==> config.mk <==
export PLATFORM = sky130hd
export DESIGN_NAME = hmap_fifo
export DESIGN_NICKNAME = d
export VERILOG_FILES = /design/src/design/hmap_fifo.sv
export SDC_FILE = /design/constraint.sdc
export NUM_CORES = 1
export LEC_CHECK = 0
export ABC_CLOCK_PERIOD_IN_PS = 1850
export BUFFER_PORTS_ARGS = -buffer_cell sky130_fd_sc_hd__buf_2
export CAP_MARGIN = 20
export CORE_UTILIZATION = 49
export DETAILED_ROUTE_END_ITERATION = 8
export PLACE_DENSITY = 0.78
export SLEW_MARGIN = 40
export SYNTH_ARGS = -nofsm -noshare
export SYNTH_HDL_FRONTEND = slang
export SYNTH_SLANG_ARGS = --single-unit
==> constraint.sdc <==
create_clock -name clk -period 1.85 [get_ports clk]
set_input_delay 0.37 -clock clk [delete_from_list [all_inputs] [get_ports clk]]
set_output_delay 0.37 -clock clk [all_outputs]
set_load 0.005 [all_outputs]
==> src/design/hmap_fifo.sv <==
module hmap_fifo #(
  parameter int WIDTH = 8
) (
  input  logic             clk,
  input  logic             rst,
  input  logic             push,
  input  logic [WIDTH-1:0] din,
  output logic             full,
  input  logic             pop,
  output logic [WIDTH-1:0] dout,
  output logic             empty
);

  logic [WIDTH-1:0] entry [2];
  logic             wr_ptr;
  logic             rd_ptr;
  logic [1:0]       count;
  logic             do_push;
  logic             do_pop;

  assign full    = (count == 2'd2);
  assign empty   = (count == 2'd0);
  assign do_push = push && !full;
  assign do_pop  = pop && !empty;
  assign dout    = entry[rd_ptr];

  always_ff @(posedge clk) begin
    if (do_push) begin
      entry[wr_ptr] <= din;
    end
  end

  always_ff @(posedge clk) begin
    if (rst) begin
      wr_ptr <= 1'b0;
      rd_ptr <= 1'b0;
      count  <= 2'd0;
    end else begin
      if (do_push) begin
        wr_ptr <= ~wr_ptr;
      end
      if (do_pop) begin
        rd_ptr <= ~rd_ptr;
      end
      count <= count + {1'b0, do_push} - {1'b0, do_pop};
    end
  end

endmodule

# Word level (Yosys, flattened, before mapping)
# Memory sizes are Yosys's and may differ from the RTL's. A register that Yosys moved wholly into a read port is not among the register bits.
# Cells that the tools add are included.
# word_totals
ramBits	16
mem_count	1
in_bits	12
elab_cells	18
out_inout_bits	10
reg_bits	4
# memory_table
memory	depth	width	rd	rd_clocked_by_memory_dff	wr	line	text
entry	2	8	1	1	1	14	logic [WIDTH-1:0] entry [2];
# classes
mux	4
bitwise	2
n_reduce_logical	5
addsub	2
eq_ne	1
# op_table
op	n
$mux W1	4
$add A2 B1 Y2	1
$eq A2 B2 Y1 const B	1
$logic_and A1 B1 Y1	2
$logic_not A1 Y1	2
$logic_not A2 Y1	1
$not A1 Y1	2
$sub A2 B1 Y2	1

# Logic depth before layout (Yosys ltp)
# depth
word_depth	5
depth_mapped	8
ltp_nobuf	8

# Least setup slack after synthesis
# No wires, ideal clock.
# synth_path
kind	register -> register
from	reg count[1]
to	reg count[1]
setup_ns	0.078
t_arrival_ns	1.396
required_ns	1.772
synth_period_minus_slack_ns	1.474
n_path_buf	0
stages_incl_launch_ff	8
setup_slack_ns	0.376
path_cell_list	dfxtp_1 > o21a_2 > ha_1 > inv_1 > ha_1 > xor2_1 > and2_1 > nor3_1
# synth_between
word_cells_on_any_way	8
cone_classes	add/sub (2); eq/ne (1); reduce/logical (5)
# synth_rtl
item	line	text
start: declaration	17	logic [1:0] count;
start signal: assignment	45	count <= count + {1'b0, do_push} - {1'b0, do_pop};
$logic_not A2 Y1	22	assign empty = (count == 2'd0);
$logic_not A1 Y1	24	assign do_pop = pop && !empty;
$logic_and A1 B1 Y1	24	
net do_pop	19	logic do_pop;
$sub A2 B1 Y2	45	
# The timed path passes the listed nets, and every way through them passes these cells.
# A chain may end at the register's enable or synchronous reset.

==> impl_results.md <==
- Status: finished, final reports clean
- Final WS setup: around 0.16 ns
- First-pass GRT wire length: 2030 um
- Post-CTS Setup Inserts: 0
- Clock root buffer: clkbuf_4
- Effective utilization at floorplan: 53.2%
- Slew Limit Headroom: 77.6%
- Detail Placement HPWL: 935 um
- Startpoint Class: register
- Power Density: 1280 nW/um^2
- Initial antenna violation count: 0
- Mapped Nets: 66
- # clock sinks: 21
- Peak Freq: approximately 590 MHz
- Grt total ovfl: 0
- Critical path type: register to output port
- PortBufs: 21
- Die Area: 1820 sq um
- VDD IR max: about 0.80 mV
- RSZ-0062 raised after global routing: no
- Min Tclk post-route: between 1.5 and 2 ns
- Antenna viol nets, final: 0
- Via-to-Cell Ratio: 5.17
- CTS tree: done
- Post-CTS Resized: 0
- GR Layer Usage met1: 16.7%
- DR vias: 476
- Setup TNS: 0 ns
- H-tree Lvls: 1
- Cts bufs inserted: 3
- Slew of the pin with the lowest slew margin: 0.335 ns
- LEAKAGE: 0.403 nW
- First-pass DRT Iterations: 4
- Final nets: between 90 and 100
- Synth warn: 0
- Clock latency on the worst-skew pair: 0.29 ns
- Finished Layout Cells: 92
- IO Count: 22
- Cells after synthesis: 52
- Setup Skew: about 0.0023 ns
- Min-Delay Path Class: input port to register
- Mean Syn Cell Area: about 16 sq um
- Gr usage total: about 16%
- Dpl ws: 0.223 ns
- Crit-path max FO: 8
- Distinct cell type count of the synthesized netlist: 21
- Worst Hold Launch: din[3]
- Die height: 42.7 um
- Vias in the first global route: 472
- Antenna cells: 0
- WL final: roughly 1200 um
- Final setup violation count: 0
- Num rows: 14
- Busiest grt layer: met2
- Final slew viol count: 0
- CTS max path bufs: 2
- Drt first-iter violations: 9
- Max Cap Viol: 0
- Drt drc: 0
- Hold_buf cts: 0
- WP data required: 1.48 ns
- Seq/Total Area, Yosys: between 70% and 80%
- Routed length per instance: 13.4 um
- Clock Pin Slew Worst Setup and Hold Paths: 0.10 ns
- GR Util met3: 5.11%
- CP Capture Type: output port
- GRT met2 Usage: 26.4%
- Post-route clock period utilization: around nine tenths
- Synthesized cell area: 811 sq um
- Cells after DPL: 88
- Post-synthesis register bit count: 21
- Pin count of the biggest net entering global routing: 12
- Gpl congestion: 0.717
- CP arrival: 1.32 ns
- Core footprint: 1520 sq um
- Worst reg2reg startpoint: count[0]
- Layout cell share with drive strength beyond 1: 40.8%
- Layout area overhead: 18.1%
- Final Hold Fails: 0
- Die X: between 40 and 50 um
power breakdown:
part / switching, W / internal (W) / leakage [nW] / total (W)
combinational: 0.000156 / 0.000189 / 0.197 / 0.000344
clock: 0.000122 / 0.0000838 / 0.0150 / 0.000206
sequential: 0.0000636 / 0.000610 / 0.191 / 0.000673
total: 0.000341 / 0.000882 / 0.403 / 0.00122
cell families after synthesis:
family                   after synthesis  share of synthesized area, %
buffers and inverters                  5                          2.47
multiplexers                           8                          11.1
XOR/XNOR                               2                          2.16
adder cells (fa/ha/maj)                2                          3.09
AO/OA/AOI/OAI                          3                          2.31
AND/OR/NAND/NOR                       11                          7.25
flip-flops                            21                          71.6
through the flow:
stage | hold slack (ns) | total power, W | instance area [sq um] | util [%]
finish | 0.263 | 0.00122 | 957 | 62.8
global route | 0.247 | 0.00130 | 957 | 62.8
CTS | 0.259 | 0.00124 | 957 | 62.8
detailed placement | 0.504 | 0.00103 | 931 | 61.1
global placement | 0.468 | 0.00102 | 931 | 61.1
floorplan | 0.439 | 0.000901 | 811 | -
layer usage:
| metal | part of all wire (%) | vias up |
|---|---|---|
| met4 | 2.5 | 0 |
| met5 | 0 | - |
| li1 | - | 234 |
| met1 | 40 | 223 |
| met3 | 5.3 | 4 |
| met2 | 52 | 15 |
Yosys cell counts:
cell	n	share of area [%]
xnor2_1	1	1.1
nand2_1	1	0.46
and2_1	1	0.77
nand2b_2	1	1.1
dfxtp_1	5	12
inv_1	3	1.4
edfxtp_1	16	59
inv_2	1	0.46
xor2_1	1	1.1
nor2_1	4	1.9
and3_2	1	0.93
nor3_1	1	0.62
or3_1	1	0.77
nor2b_1	1	0.77
o21a_2	1	1.1
buf_2	1	0.62
ha_1	2	3.1
o21ai_0	1	0.62
mux2_2	3	4.2
a21oi_1	1	0.62
mux2_1	5	6.9
area by class of cell:
type | instances | area (sq um)
sequential | 21 | 581
fill | 118 | 567
multi-input combinational | 26 | 210
timing repair buffer | 21 | 105
clock buffer | 4 | 26.3
tap | 16 | 20.0
inverter | 4 | 15.0
layout by cell type (no fill, tap or decap), drive strengths merged:
master,count
and2,1
clkbuf,4
a21oi,1
mux2,8
xor2,1
nand2b,1
and3,1
nand2,1
o21a,1
nor2b,1
nor2,4
nor3,1
or3,1
xnor2,1
buf,21
ha,2
dfxtp,5
inv,4
o21ai,1
edfxtp,16
final timing paths:
check                                    to  slack, ns  depth (start not counted)
worst max-delay path                dout[7]       0.16                          2
worst min-delay path            entry[0][3]       0.26                          1
worst max register to register     count[1]       0.23                          8
worst min register to register       rd_ptr       0.53                          2
registers in the layout (all words and copies together), names as in the netlist, named ones only:
register,cells
rd_ptr,1
count,2
wr_ptr,1
entry,16
worst max-delay path, stage by stage, from the launching register on:
cell and delay (ns):
dfxtp_1 0.53, mux2_2 0.38, buf_2 0.12
Note: power is estimated with default switching activity, not from simulation.
